==> config.mk <==
export PLATFORM = sky130hd
export DESIGN_NAME = int32_divider_with_div0_rules
export DESIGN_NICKNAME = d
export VERILOG_FILES = /design/src/hw/rtl/i32div_pkg.sv /design/src/hw/rtl/i32div_cell.sv /design/src/hw/rtl/int32_divider_with_div0_rules.sv
export SDC_FILE = /design/constraint.sdc
export NUM_CORES = 1
export LEC_CHECK = 0
export BUFFER_PORTS_ARGS = -buffer_cell sky130_fd_sc_hd__buf_2
export CORE_UTILIZATION = 60
export CTS_CLUSTER_SIZE = 25
export DETAILED_ROUTE_END_ITERATION = 10
export GPL_ROUTABILITY_DRIVEN = 0
export HOLD_SLACK_MARGIN = 0.02
export PLACE_DENSITY = 0.8
export SLEW_MARGIN = 5
export SYNTH_ARGS = -nofsm -noshare
export SYNTH_HDL_FRONTEND = slang
export SYNTH_HIERARCHICAL = 1
export SYNTH_SLANG_ARGS = --single-unit
==> constraint.sdc <==
create_clock -name clock -period 11.2 [get_ports clock]
set_input_delay 2.24 -clock clock [delete_from_list [all_inputs] [get_ports clock]]
set_output_delay 2.24 -clock clock [all_outputs]
set_load 0.01 [all_outputs]
==> src/hw/rtl/i32div_pkg.sv <==
// Shared types and constants for the 32-bit integer divider.
`timescale 1ns / 1ps

package i32div_pkg;

   localparam int DATA_WIDTH = 32;
   localparam int CELL_W     = 8;
   localparam int N_CELLS    = DATA_WIDTH / CELL_W;
   localparam int CNT_W      = $clog2(DATA_WIDTH);

   localparam logic OP_UNSIGNED = 1'b0;
   localparam logic OP_SIGNED   = 1'b1;

   localparam logic [DATA_WIDTH-1:0] DW_SIGN   = {1'b1, {(DATA_WIDTH-1){1'b0}}};
   localparam logic [DATA_WIDTH-1:0] DW_MAXPOS = {1'b0, {(DATA_WIDTH-1){1'b1}}};
   localparam logic [DATA_WIDTH-1:0] DW_ONES   = {DATA_WIDTH{1'b1}};

   typedef struct packed {
      logic                  opcode;
      logic [DATA_WIDTH-1:0] dividend;
      logic [DATA_WIDTH-1:0] divisor;
   } div_req_type;

   typedef struct packed {
      logic [DATA_WIDTH-1:0] quotient;
      logic [DATA_WIDTH-1:0] remainder;
      logic                  div_by_zero;
   } div_rsp_type;

   // Control shared by every cell of the row.
   typedef struct packed {
      logic load;
      logic step;
      logic take;
   } cell_ctrl_type;

endpackage

==> src/hw/rtl/i32div_cell.sv <==
// One slice of the divider row: partial remainder, dividend/quotient and divisor bits.
`timescale 1ns / 1ps

module i32div_cell
   import i32div_pkg::*;
(
   input  logic              clock,
   input  cell_ctrl_type     ctrl,
   input  logic [CELL_W-1:0] ld_qd,
   input  logic [CELL_W-1:0] ld_dvs,
   input  logic              rem_in,
   input  logic              qd_in,
   input  logic              borrow_in,
   output logic              rem_msb,
   output logic              qd_msb,
   output logic              borrow_out,
   output logic [CELL_W-1:0] rem,
   output logic [CELL_W-1:0] qd
);

   logic [CELL_W-1:0] rem_ff, rem_in_v;
   logic [CELL_W-1:0] qd_ff, qd_in_v;
   logic [CELL_W-1:0] dvs_ff, dvs_in;
   logic [CELL_W-1:0] rem_sh;
   logic [CELL_W:0]   diff;

   always_comb begin
      rem_sh = {rem_ff[CELL_W-2:0], rem_in};
      diff   = {1'b0, rem_sh} - {1'b0, dvs_ff} - {{CELL_W{1'b0}}, borrow_in};
   end

   always_comb begin
      rem_in_v = rem_ff;
      qd_in_v  = qd_ff;
      dvs_in   = dvs_ff;
      if (ctrl.load) begin
         rem_in_v = '0;
         qd_in_v  = ld_qd;
         dvs_in   = ld_dvs;
      end else if (ctrl.step) begin
         rem_in_v = ctrl.take ? diff[CELL_W-1:0] : rem_sh;
         qd_in_v  = {qd_ff[CELL_W-2:0], qd_in};
      end
   end

   always_ff @(posedge clock) begin
      rem_ff <= rem_in_v;
      qd_ff  <= qd_in_v;
      dvs_ff <= dvs_in;
   end

   assign rem_msb    = rem_ff[CELL_W-1];
   assign qd_msb     = qd_ff[CELL_W-1];
   assign borrow_out = diff[CELL_W];
   assign rem        = rem_ff;
   assign qd         = qd_ff;

endmodule

==> src/hw/rtl/int32_divider_with_div0_rules.sv <==
// Top level of the 32-bit integer divider with fixed divide-by-zero answers.
`timescale 1ns / 1ps

// This block divides two 32-bit words, unsigned (opcode 0) or signed two's
// complement (opcode 1), and returns one result word per request word with
// the quotient, the remainder and a divide-by-zero flag. A request is taken
// only while the divider is idle; a finished result sits in an output
// register, so the next request can be taken while the previous result still
// waits on rsp_ready. With a nonzero divisor the accepting edge loads the
// magnitudes, the run state then performs restoring shift-subtract for all
// 32 quotient bits (one quotient bit per edge), and the fix state applies
// the sign fixup, fills the output register and makes the divider idle
// again for the next request. The fix state waits while an earlier result
// still sits unread in the output register. The row of cells is four 8-bit
// slices that share one borrow chain, so each cycle of the run state
// retires exactly one quotient bit. A zero divisor skips the iterations and
// goes straight from acceptance to the fix state. Signed results wrap, so
// the most negative value divided by minus one gives itself with a zero
// remainder. On a zero divisor the remainder is the dividend; the quotient
// is zero for a zero dividend and otherwise all ones (unsigned), or the
// largest positive or most negative value by the dividend's sign (signed).
module int32_divider_with_div0_rules
   import i32div_pkg::*;
(
   input  logic        clock,
   input  logic        reset,
   input  logic        req_valid,
   output logic        req_ready,
   input  div_req_type req_data,
   output logic        rsp_valid,
   input  logic        rsp_ready,
   output div_rsp_type rsp_data
);

   typedef enum logic [2:0] {
      ST_IDLE = 3'b001,
      ST_RUN  = 3'b010,
      ST_FIX  = 3'b100
   } state_type;

   state_type             state_ff, state_in;
   logic [CNT_W-1:0]      cnt_ff, cnt_in;
   logic                  rsp_valid_ff, rsp_valid_in;
   div_rsp_type           rsp_data_ff, rsp_data_in;

   // Per-request flags captured at acceptance.
   logic                  signed_ff, signed_in;
   logic                  nneg_ff, nneg_in;
   logic                  dneg_ff, dneg_in;
   logic                  dz_ff, dz_in;
   logic [DATA_WIDTH-1:0] n_ff, n_in;

   logic                  accept;
   logic                  fix_fire;
   logic                  req_nneg, req_dneg, req_dz;
   logic [DATA_WIDTH-1:0] mag_n, mag_d;

   cell_ctrl_type         ctrl;
   logic [N_CELLS-1:0]    rem_msb, qd_msb, borrow;
   logic [N_CELLS-1:0]    rem_link, qd_link, borrow_link;
   logic [N_CELLS-1:0][CELL_W-1:0] rem_slice, qd_slice;
   logic [DATA_WIDTH-1:0] rem_all, qd_all;
   logic [DATA_WIDTH-1:0] q_res, r_res;

   assign req_ready = (state_ff == ST_IDLE);
   assign accept    = req_valid && req_ready;
   assign fix_fire  = (state_ff == ST_FIX) && (!rsp_valid_ff || rsp_ready);

   // Operand magnitudes are formed on the way into the cells.
   always_comb begin
      req_nneg = (req_data.opcode == OP_SIGNED) && req_data.dividend[DATA_WIDTH-1];
      req_dneg = (req_data.opcode == OP_SIGNED) && req_data.divisor[DATA_WIDTH-1];
      req_dz   = (req_data.divisor == '0);
      mag_n    = req_nneg ? (~req_data.dividend + DATA_WIDTH'(1)) : req_data.dividend;
      mag_d    = req_dneg ? (~req_data.divisor + DATA_WIDTH'(1)) : req_data.divisor;
   end

   // The row shifts {remainder, dividend} left as one long register. The
   // dividend bit leaving the top slice enters the remainder at the bottom,
   // and the new quotient bit enters the dividend field at the bottom. A
   // subtraction is kept when the bit shifted out of the remainder was set or
   // the shifted remainder is at least the divisor.
   always_comb begin
      ctrl.load = accept;
      ctrl.step = (state_ff == ST_RUN);
      ctrl.take = rem_msb[N_CELLS-1] || !borrow[N_CELLS-1];
      rem_link[0]    = qd_msb[N_CELLS-1];
      qd_link[0]     = ctrl.take;
      borrow_link[0] = 1'b0;
      for (int k = 1; k < N_CELLS; k++) begin
         rem_link[k]    = rem_msb[k-1];
         qd_link[k]     = qd_msb[k-1];
         borrow_link[k] = borrow[k-1];
      end
   end

   for (genvar k = 0; k < N_CELLS; k++) begin : g_cell
      i32div_cell u_cell (
         .clock      (clock),
         .ctrl       (ctrl),
         .ld_qd      (mag_n[k*CELL_W +: CELL_W]),
         .ld_dvs     (mag_d[k*CELL_W +: CELL_W]),
         .rem_in     (rem_link[k]),
         .qd_in      (qd_link[k]),
         .borrow_in  (borrow_link[k]),
         .rem_msb    (rem_msb[k]),
         .qd_msb     (qd_msb[k]),
         .borrow_out (borrow[k]),
         .rem        (rem_slice[k]),
         .qd         (qd_slice[k])
      );
   end

   assign rem_all = rem_slice;
   assign qd_all  = qd_slice;

   // Sign fixup and the divide-by-zero answers.
   always_comb begin
      q_res = qd_all;
      r_res = rem_all;
      if (signed_ff && (nneg_ff != dneg_ff)) begin
         q_res = ~qd_all + DATA_WIDTH'(1);
      end
      if (signed_ff && nneg_ff) begin
         r_res = ~rem_all + DATA_WIDTH'(1);
      end
      if (dz_ff) begin
         r_res = n_ff;
         if (n_ff == '0) begin
            q_res = '0;
         end else if (!signed_ff) begin
            q_res = DW_ONES;
         end else if (n_ff[DATA_WIDTH-1]) begin
            q_res = DW_SIGN;
         end else begin
            q_res = DW_MAXPOS;
         end
      end
   end

   always_comb begin
      state_in     = state_ff;
      cnt_in       = cnt_ff;
      signed_in    = signed_ff;
      nneg_in      = nneg_ff;
      dneg_in      = dneg_ff;
      dz_in        = dz_ff;
      n_in         = n_ff;
      rsp_data_in  = rsp_data_ff;
      rsp_valid_in = rsp_valid_ff;
      if (rsp_ready) begin
         rsp_valid_in = 1'b0;
      end
      case (state_ff)
         ST_IDLE: begin
            if (accept) begin
               signed_in = (req_data.opcode == OP_SIGNED);
               nneg_in   = req_nneg;
               dneg_in   = req_dneg;
               dz_in     = req_dz;
               n_in      = req_data.dividend;
               cnt_in    = '0;
               state_in  = req_dz ? ST_FIX : ST_RUN;
            end
         end
         ST_RUN: begin
            cnt_in = cnt_ff + CNT_W'(1);
            if (cnt_ff == CNT_W'(DATA_WIDTH - 1)) begin
               state_in = ST_FIX;
            end
         end
         ST_FIX: begin
            if (fix_fire) begin
               rsp_data_in.quotient    = q_res;
               rsp_data_in.remainder   = r_res;
               rsp_data_in.div_by_zero = dz_ff;
               rsp_valid_in            = 1'b1;
               state_in                = ST_IDLE;
            end
         end
         default: begin
            state_in = ST_IDLE;
         end
      endcase
   end

   always_ff @(posedge clock) begin
      if (reset) begin
         state_ff     <= ST_IDLE;
         cnt_ff       <= '0;
         rsp_valid_ff <= 1'b0;
      end else begin
         state_ff     <= state_in;
         cnt_ff       <= cnt_in;
         rsp_valid_ff <= rsp_valid_in;
      end
   end

   always_ff @(posedge clock) begin
      signed_ff   <= signed_in;
      nneg_ff     <= nneg_in;
      dneg_ff     <= dneg_in;
      dz_ff       <= dz_in;
      n_ff        <= n_in;
      rsp_data_ff <= rsp_data_in;
   end

   assign rsp_valid = rsp_valid_ff;
   assign rsp_data  = rsp_data_ff;

endmodule
==> results of run 1 <==
## logic make-up (layout without fill, tap and decap cells)
kind of cell | count (synthesis) | in the layout
and+or+nand+nor | 324 | 324
other | 1 | 2
xor gates and xnor gates | 124 | 124
adders and majority gates | 70 | 70
AOI/OAI and AO/OA | 305 | 305
DFF | 206 | 206
buffers and inverters | 170 | 294
muxes | 46 | 46
## metrics by stage
step | util (%) | instance area, um^2
floorplan | - | 12800
global placement | 64.80 | 13580
detailed placement | 64.80 | 13580
CTS | 68.12 | 14270
global route | 68.12 | 14270
finish | 68.13 | 14280
## flip-flops by register name, indices dropped and copies added, names as in the netlist
signal                cells
cnt_ff                    5
dneg_ff                   1
dz_ff                     1
g_cell.u_cell/dvs_ff     32
g_cell.u_cell/qd         32
g_cell.u_cell/rem        32
n_ff                     32
nneg_ff                   1
rsp_data                 65
rsp_valid                 1
signed_ff                 1
state_ff                  3
## final timing paths
kind,startpoint,to
setup / recovery,g_cell[3].u_cell/qd[7],g_cell[2].u_cell/rem[7]
hold / removal,cnt_ff[4],cnt_ff[4]
setup reg to reg,g_cell[3].u_cell/qd[7],g_cell[2].u_cell/rem[7]
hold reg to reg,cnt_ff[4],cnt_ff[4]
## power by group through the flow
| stage | Clock (W) | Sequential [W] | Combinational (W) |
|---|---|---|---|
| finish | 0.000701 | 0.000934 | 0.000522 |
| global route | 0.000745 | 0.000939 | 0.000581 |
| CTS | 0.000713 | 0.000932 | 0.000517 |
| detailed placement | 0 | 0.000948 | 0.000512 |
| global placement | 0 | 0.000946 | 0.000496 |
| floorplan | 0 | 0.000934 | 0.000398 |
## cells in the mapped netlist (all sizes together), types with 18 or more instances
master	instances
dfxtp	41
a211oi	21
mux2	37
edfxtp	165
clkbuf	38
nor2	63
nand3	19
inv	111
xnor2	62
nor4	24
o31ai	18
or3	19
nand2b	26
nand2	61
a31oi	21
o21ai	106
a21oi	62
ha	62
buf	21
xor2	62
nor3	46
## layer usage
| layer | part of all wire [%] | routed length, um | GRT usage [%] | vias up |
|---|---|---|---|---|
| li1 | - | - | - | 4788 |
| met1 | 44 | 11920 | 33.82 | 4576 |
| met2 | 48 | 13090 | 42.14 | 328 |
| met3 | 6.7 | 1835 | 3.160 | 36 |
| met4 | 1.6 | 430 | 6.082 | 0 |
| met5 | 0 | 0 | 0 | - |
## worst reg2reg max path: cells and delay by family (launching register included)
family	cells	cell delay (ns)
flip-flops	1	0.45
buffers and inverters	5	0.83
AO/OA/AOI/OAI	6	1.18
adder cells (fa/ha/maj)	8	3.50
AND/OR/NAND/NOR	14	2.65
## layout make-up
type	count	area share, %
tap	275	2.410
sequential	206	40.46
inverter	111	2.936
clock inverter	7	0.4294
clock buffer	33	4.435
timing repair buffer	143	5.153
antenna	1	0.01753
multi-input combinational	870	44.16
==> key figures, run 1 <==
Synthesis
  – Area share of fa/ha/maj cells after synthesis: 7.311%
  – Xor-xnor portion of the synthesized cell area: 8.484%
  – Post-synthesis sequential area ratio: 45.12%
  – Area leader, netlist: edfxtp_1
  – Avg Inst Size Synth: 10.27 um^2
  – Simple-gate portion of the synthesized area: 14.32%
  – Yosys cell types: 70
  – Largest family of logic cells by synthesized area: compound AO/OA/AOI/OAI gates
  – Post-synthesis mux area share: 3.959%
  – Asr flop ratio synth: 0%
  – Cell count after synthesis: 1246
  – Synth top area share: 38.71%
  – Yosys reg bits: 206
  – Synth Area in Compound Gates: 15.14%
  – Syn nets: 1385
  – Synth Warn #: 6
  – Ranking of synthesized cells by area: edfxtp_1, dfxtp_1, ha_1, xnor2_1, xor2_1
  – Synth Flop Type: edfxtp_1
  – EDFF count, synth: 165
  – Post-Syn Area: 0.01280 mm^2

Timing
  – Slew margin rel.: 43.33%
  – Skew final: 0.01206 ns
  – Setup violators final: 0
  – Worst setup margin: 2.539 ns
  – Unrepaired setup endpoints after global routing: false
  – Final period util: 77.33%
  – Slew Limit Fails: 0
  – Worst-Margin Slew: 0.8500 ns
  – Setup tns final: 0 ns
  – Final Hold Vio Count: 0
  – Max frequency: 0.1155 GHz
  – Hold WS: 0.4932 ns
  – Minimum clock period: 8.661 ns

Floorplan
  – Die Y: 148.1 um
  – Row count: 53
  – Die width: 148.1 um
  – IO Pins: 136
  – Initial core utilization: 61.09%
  – Core box area: 0.02096 mm^2
  – Die ar.: 0.02192 mm^2

Power and ir drop
  – Comb power frac: 24.2%
  – Leakage Power: 5.475 nW
  – Reg power frac: 43.3%
  – Clk pwr share: 32.5%
  – Pwr dens: 151.1 mW/mm^2
  – Switching share of power: 29.85%
  – P_sw: 0.0006438 W
  – Peak supply drop: 0.00007612 V
  – Pint: 0.001513 W
  – Power consumption: 0.002157 W

Placed design
  – Port bufs: 135
  – DP HPWL: 20020 um
  – Placement Setup Slack: 2.618 ns
  – Cells after DPL: 1605

Critical path
  – R2r worst-path depth: 33
  – Slowest CP cell: fa_1
  – Worst setup path class: reg2reg
  – CP top delay family: adder cells
  – Crit path max fanout: 49
  – Slowest stage delay, CP: 0.49 ns
  – Worst path most repeated cell: fa_1
  – Crit path launch type: flip-flop
  – Worst path depth: 33
  – Buf/Inv on CP: 5
  – CP required: 11.65 ns
  – Reg-to-reg slack, setup: 2.54 ns
  – Crit path DAT: 9.11 ns
  – Setup crit end kind: flip-flop

Cells and area
  – Area of the multi-input gates: 0.006305 mm^2
  – Fill cells: 1624
  – Storage cell area: 0.005776 mm^2
  – Syn-to-layout area delta: 11.52%
  – Fin cells: 1646
  – Final-stage net count: 1494
  – Most frequent cells in the layout: edfxtp_1, buf_2, inv_1, o21ai_0, nor2_1
  – Share of post-route cells with drive strength above 1: 18.03%
  – Most common cell after layout, fill and taps aside: edfxtp_1

CTS
  – Hold_buf cts: 0
  – Total CTS buffers: 23
  – Post-CTS setup buffers: 0
  – Root Buffer: clkbuf_16
  – Clock transition at path regs: 0.06 ns
  – CTS tree: done
  – PostCTS Resize Cnt: 0
  – Htree depth: 1
  – Clock Path Buffers: 3
  – Worst-Skew Late Latency: 0.51 ns
  – CTS Sinks: 206

Detailed routing
  – DR WL/cell: 16.57 um
  – DR vias: 9728
  – DR DRC count: 0
  – DR pass1 iterations: 5
  – Initial DRC count: 567
  – Via/cell ratio: 5.910
  – Routed WL: 27280 um
  – Final ANT Viol Nets: 0

Worst hold path
  – Worst hold path depth: 2
  – Class of the worst hold path: reg2reg

Run status
  – Outcome: complete, no violations

GRT
  – Global Route Usage Sum: 24.83%
  – Overflow after GRT: 0
  – First-pass GRT wire length: 43670 um
  – Vias in the first global route: 8773
  – Largest net degree at the start of global routing: 98
  – Initial antenna violation count: 0

Flow run
  – Max Cap Viol: 0
(Power assumes the default switching activity.)
==> run 2, diff against run 1 <==
==> constraint.sdc (replaced) <==
create_clock -name clock -period 8.6 [get_ports clock]
set_input_delay 1.72 -clock clock [delete_from_list [all_inputs] [get_ports clock]]
set_output_delay 1.72 -clock clock [all_outputs]
set_load 0.01 [all_outputs]
==> run 2 against run 1 <==
Final cell count rose by 0.18%. Count of clock-buffer cells in the layout fell by 4. Sequential share of layout area fell by 0.40 points. Flip-flop and latch count did not move. Largest cell class unchanged.
==> key figures, run 2 (synthesis results as in run 1) <==
Timing
  – Final period util: 94.00%
  – Setup violators final: 0
  – Worst-Margin Slew: 0.8778 ns
  – Minimum clock period: 8.084 ns
  – Setup tns final: 0 ns
  – Slew Limit Fails: 0
  – Slew margin rel.: 41.48%
  – Skew final: 0.01125 ns
  – Final Hold Vio Count: 0
  – Unrepaired setup endpoints after global routing: false
  – Max frequency: 0.1237 GHz

CTS
  – Total CTS buffers: 24
  – Clock transition at path regs: 0.05 ns
  – CTS tree: done
  – CTS Sinks: 206
  – Clock Path Buffers: 3
  – Hold_buf cts: 0
  – Root Buffer: clkbuf_16
  – Worst-Skew Late Latency: 0.51 ns
  – Htree depth: 1

Critical path
  – Worst setup path class: reg2reg
  – Setup crit end kind: flip-flop
  – Worst path most repeated cell: fa_1
  – Crit path max fanout: 7
  – Crit path DAT: 8.54 ns
  – Slowest CP cell: edfxtp_1
  – Crit path launch type: flip-flop
  – CP required: 9.05 ns
  – Slowest stage delay, CP: 0.48 ns

Placed design
  – DP HPWL: 19750 um
  – Cells after DPL: 1607
  – Port bufs: 135

Cells and area
  – Inserted Diodes: 0
  – Fill cells: 1614
  – Most common cell after layout, fill and taps aside: edfxtp_1
  – Fin cells: 1649
  – Final-stage net count: 1498
  – Share of post-route cells with drive strength above 1: 19.14%
  – Most frequent cells in the layout: edfxtp_1, buf_2, inv_1, o21ai_0, nor2_1
  – Max reg flops: 65
  – Final core utilization: 68.81%
  – Syn-to-layout area delta: 12.64%

Worst hold path
  – Class of the worst hold path: reg2reg

Detailed routing
  – DR DRC count: 0
  – DR vias: 9662
  – Via/cell ratio: 5.859
  – DR pass1 iterations: 5
  – Initial DRC count: 670
  – Routed WL: 27280 um
  – DR WL/cell: 16.54 um
  – Final ANT Viol Nets: 0

Floorplan
  – Initial core utilization: 61.09%
  – IO Pins: 136
  – Die ar.: 0.02192 mm^2
  – Die Y: 148.1 um
  – Core box area: 0.02096 mm^2
  – Die width: 148.1 um
  – Row count: 53

Flow run
  – Max Cap Viol: 0

Power and ir drop
  – Peak supply drop: 0.0001184 V
  – Leakage Power: 5.531 nW
  – Pwr dens: 201.9 mW/mm^2
  – Power consumption: 0.002911 W

GRT
  – Vias in the first global route: 9035
  – Initial antenna violation count: 1
  – Global Route Usage Sum: 25.13%
  – Overflow after GRT: 0
  – Largest net degree at the start of global routing: 98
  – First-pass GRT wire length: 44400 um

Run status
  – Outcome: complete, no violations
[run 2: final cells by class]
type                    instances  area (um^2)  share of cell area (%)
inverters                     111        419.2                   2.907
repair buffers                146        758.2                   5.259
multi-input cells             870         6345                   44.00
well taps                     275        344.1                   2.386
clock inverters                12        136.4                  0.9459
clock buffers                  29        640.6                   4.443
flip-flops and latches        206         5776                   40.06
[run 2: final timing paths]
check / cells after the start / end / start / slack (ns)
worst max-delay path: 32 / g_cell[2].u_cell/rem[7] / g_cell[3].u_cell/qd[7] / 0.52
worst min register to register: 2 / cnt_ff[4] / cnt_ff[4] / 0.49
worst min-delay path: 2 / cnt_ff[4] / cnt_ff[4] / 0.49
worst max register to register: 32 / g_cell[2].u_cell/rem[7] / g_cell[3].u_cell/qd[7] / 0.52
[run 2: report_power, final]
part	internal (W)	switching, W	total, W
Sequential	0.00116	0.0000584	0.00122
Clock	0.000616	0.000385	0.00100
Combinational	0.000282	0.000410	0.000692
[run 2: worst max-delay path: cells and delay by family (launching register included)]
family,cells,cell delay [ns]
flip-flops,1,0.48
AO/OA/AOI/OAI,6,1.17
adder cells (fa/ha/maj),8,3.42
AND/OR/NAND/NOR,14,2.63
buffers and inverters,4,0.35
[run 2: repair_timing]
item / in CTS / in global routing
gates resized for setup: 0 / 13
endpoints found under the setup margin: 0 / 33
setup buffers: 0 / 1
[run 2: stage by stage]
step / setup WS, ns / hold slack (ns) / cell area, um^2
3_5_place_dp: 0.3185 / 0.4861 / 13590
3_3_place_gp: 0.5755 / 0.4638 / 13590
5_1_grt: 0.04943 / 0.5306 / 14420
4_1_cts: 0.2719 / 0.4940 / 14370
2_1_floorplan: 0.8968 / 0.4522 / 12800
6_report: 0.5159 / 0.4862 / 14420
[run 2: routing by layer]
layer / up-vias / track usage (%) / share of wire [%]
li1: 4810 / - / -
met1: 4491 / 33.79 / 44
met2: 310 / 42.58 / 48
met3: 49 / 3.067 / 5.6
met4: 2 / 7.629 / 2.4
met5: - / 0 / 0.048
==> run 3, diff against run 2 <==
==> constraint.sdc (replaced) <==
create_clock -name clock -period 8.5 [get_ports clock]
set_input_delay 1.7 -clock clock [delete_from_list [all_inputs] [get_ports clock]]
set_output_delay 1.7 -clock clock [all_outputs]
set_load 0.01 [all_outputs]
==> run 3 against run 2 <==
Power rose by 0.54%. Final cell count barely moved. Clock power about the same. Non-clock buffer count unchanged. Register-to-register slack hardly changed. Flip-flop and latch count unchanged. Worst setup slack lost 0.0091 ns. Maximum frequency is 1.1% higher. Combinational power grew 1%. Cell area hardly changed. Clock skew about the same. Largest power group unchanged.
==> key figures, run 3 (synthesis results as in run 1) <==
Run status
  – Outcome: complete, no violations

Worst hold path
  – Hold endpoint: cnt_ff[4]
  – Class of the worst hold path: reg2reg
  – Hold path start: cnt_ff[4]
  – Worst hold path depth: 2

GRT
  – Largest net degree at the start of global routing: 98
  – Global Route Usage Sum: 25.36%
  – Vias in the first global route: 9060
  – Met1 usage: 34.70%
  – Gr busiest metal: met2
  – First-pass GRT wire length: 44770 um
  – Overflow after GRT: 0
  – Initial antenna violation count: 0
  – Global Route met2 Usage: 42.75%
  – M3 GR Usage: 2.883%

CTS
  – Root Buffer: clkbuf_16
  – CTS tree: done
  – Clock Path Buffers: 3
  – Clock transition at path regs: 0.06 ns
  – Hold_buf cts: 0
  – Htree depth: 1
  – Total CTS buffers: 23
  – Worst-Skew Late Latency: 0.51 ns
  – CTS Sinks: 206

Power and ir drop
  – Peak supply drop: 0.0001196 V
  – Pwr dens: 203.1 mW/mm^2
  – Switching share of power: 29.48%
  – Clk pwr share: 33.9%
  – Reg power frac: 42.1%
  – Leakage Power: 5.531 nW
  – Pint: 0.002064 W
  – P_sw: 0.0008630 W
  – Comb power frac: 24.0%

Critical path
  – Crit path DAT: 8.44 ns
  – Slowest stage delay, CP: 0.48 ns
  – Worst path most repeated cell: fa_1
  – Crit path max fanout: 7
  – CP required: 8.95 ns
  – R2r worst-path depth: 32
  – Reg2reg start: g_cell[3].u_cell/qd[7]
  – Crit path launch type: flip-flop
  – R2R Path End: g_cell[1].u_cell/rem[7]
  – Reg-to-reg slack, setup: 0.51 ns
  – Worst setup path class: reg2reg
  – Slowest CP cell: edfxtp_1
  – Setup crit end kind: flip-flop

Cells and area
  – Most frequent cells in the layout: edfxtp_1, buf_2, inv_1, o21ai_0, nor2_1
  – Share of post-route cells with drive strength above 1: 19.36%
  – Most common cell after layout, fill and taps aside: edfxtp_1
  – Syn-to-layout area delta: 12.56%
  – Fill cells: 1602
  – Max reg flops: 65
  – Final-stage net count: 1497

Detailed routing
  – DR pass1 iterations: 5
  – Initial DRC count: 670
  – DR WL/cell: 16.78 um
  – Via/cell ratio: 5.895
  – DR DRC count: 0
  – Routed WL: 27680 um
  – Final ANT Viol Nets: 0
  – DR vias: 9726

Timing
  – Skew final: 0.01087 ns
  – Slew Limit Fails: 0
  – Final period util: 94.04%
  – Worst-Margin Slew: 0.8981 ns
  – Unrepaired setup endpoints after global routing: false
  – Max frequency: 0.1251 GHz
  – Slew margin rel.: 39.67%
  – Setup violators final: 0
  – Setup tns final: 0 ns
  – Hold WS: 0.4848 ns
  – Minimum clock period: 7.993 ns
  – Final Hold Vio Count: 0

Floorplan
  – Die width: 148.1 um
  – IO Pins: 136
  – Initial core utilization: 61.09%
  – Core box area: 0.02096 mm^2
  – Die Y: 148.1 um
  – Row count: 53
  – Die ar.: 0.02192 mm^2

Placed design
  – Port bufs: 135
  – DP HPWL: 19980 um

Flow run
  – Max Cap Viol: 0
==> run 3: cell types whose count changed in the layout (fill, tap and decap cells not counted), sizes merged <==
cell    previous run  this run
bufinv             3         2
clkbuf            29        31
diode              0         1
inv              112       111
==> run 3: metal layers <==
metal / vias to the layer above / part of all wire (%) / routed length, um
li1: 4803 / - / -
met1: 4567 / 44 / 12170
met2: 308 / 47 / 13140
met3: 48 / 6.5 / 1796
met4: 0 / 2.1 / 578
met5: - / 0 / 0
==> run 3: final cells by class <==
| type | count | area, um^2 | area share [%] |
|---|---|---|---|
| flip-flops and latches | 206 | 5776 | 40.08 |
| well taps | 275 | 344.1 | 2.388 |
| diodes | 1 | 2.502 | 0.01737 |
| inverters | 111 | 419.2 | 2.909 |
| clock inverters | 10 | 98.84 | 0.6860 |
| clock buffers | 31 | 665.6 | 4.620 |
| repair buffers | 146 | 762.0 | 5.288 |
| multi-input cells | 870 | 6341 | 44.01 |
==> run 3: worst max path at each step <==
stage	from	endpoint	slack (ns)	cells after the start
after CTS	g_cell[3].u_cell/qd[7]	g_cell[0].u_cell/rem[7]	0.16	32
after global routing	g_cell[3].u_cell/qd[7]	g_cell[1].u_cell/rem[4]	0.006	32
after global placement	g_cell[3].u_cell/qd[7]	g_cell[3].u_cell/rem[7]	0.48	32
final	g_cell[3].u_cell/qd[7]	g_cell[1].u_cell/rem[7]	0.51	32
after detailed placement	g_cell[3].u_cell/qd[7]	g_cell[0].u_cell/rem[7]	0.21	32
after floorplan	g_cell[3].u_cell/qd[7]	g_cell[0].u_cell/rem[7]	0.80	32
==> run 3: power by group through the flow <==
| stage | Sequential (W) | Combinational (W) | Clock [W] |
|---|---|---|---|
| floorplan | 0.00123 | 0.000525 | 0 |
| detailed placement | 0.00125 | 0.000678 | 0 |
| global placement | 0.00125 | 0.000660 | 0 |
| global route | 0.00124 | 0.000783 | 0.00105 |
| finish | 0.00123 | 0.000702 | 0.000994 |
| CTS | 0.00123 | 0.000686 | 0.00101 |
==> run 3: through the flow <==
stage                     worst slack, ns  power [W]  utilization (%)  cell area, um^2  cells
after global routing             0.006053   0.003068            68.75            14410   1649
final                              0.5068   0.002927            68.76            14410   1650
after detailed placement           0.2099   0.001929            64.87            13590   1607
after floorplan                    0.7968   0.001756                -            12800   1246
after global placement             0.4751   0.001908            64.87            13590   1607
after CTS                          0.1617   0.002922            68.52            14360   1648
==> run 3: critical path: cells and delay by family, from the launching register on <==
family          cells  cell delay, ns
compound gates      6            1.17
simple gates       14            2.56
flops               1            0.48
fa+ha+maj           8            3.35
buf+inv             4            0.34
==> run 3: what timing repair did <==
item	CTS	global route
resized for setup	0	13
setup endpoints to repair	0	33
setup buffers	0	1
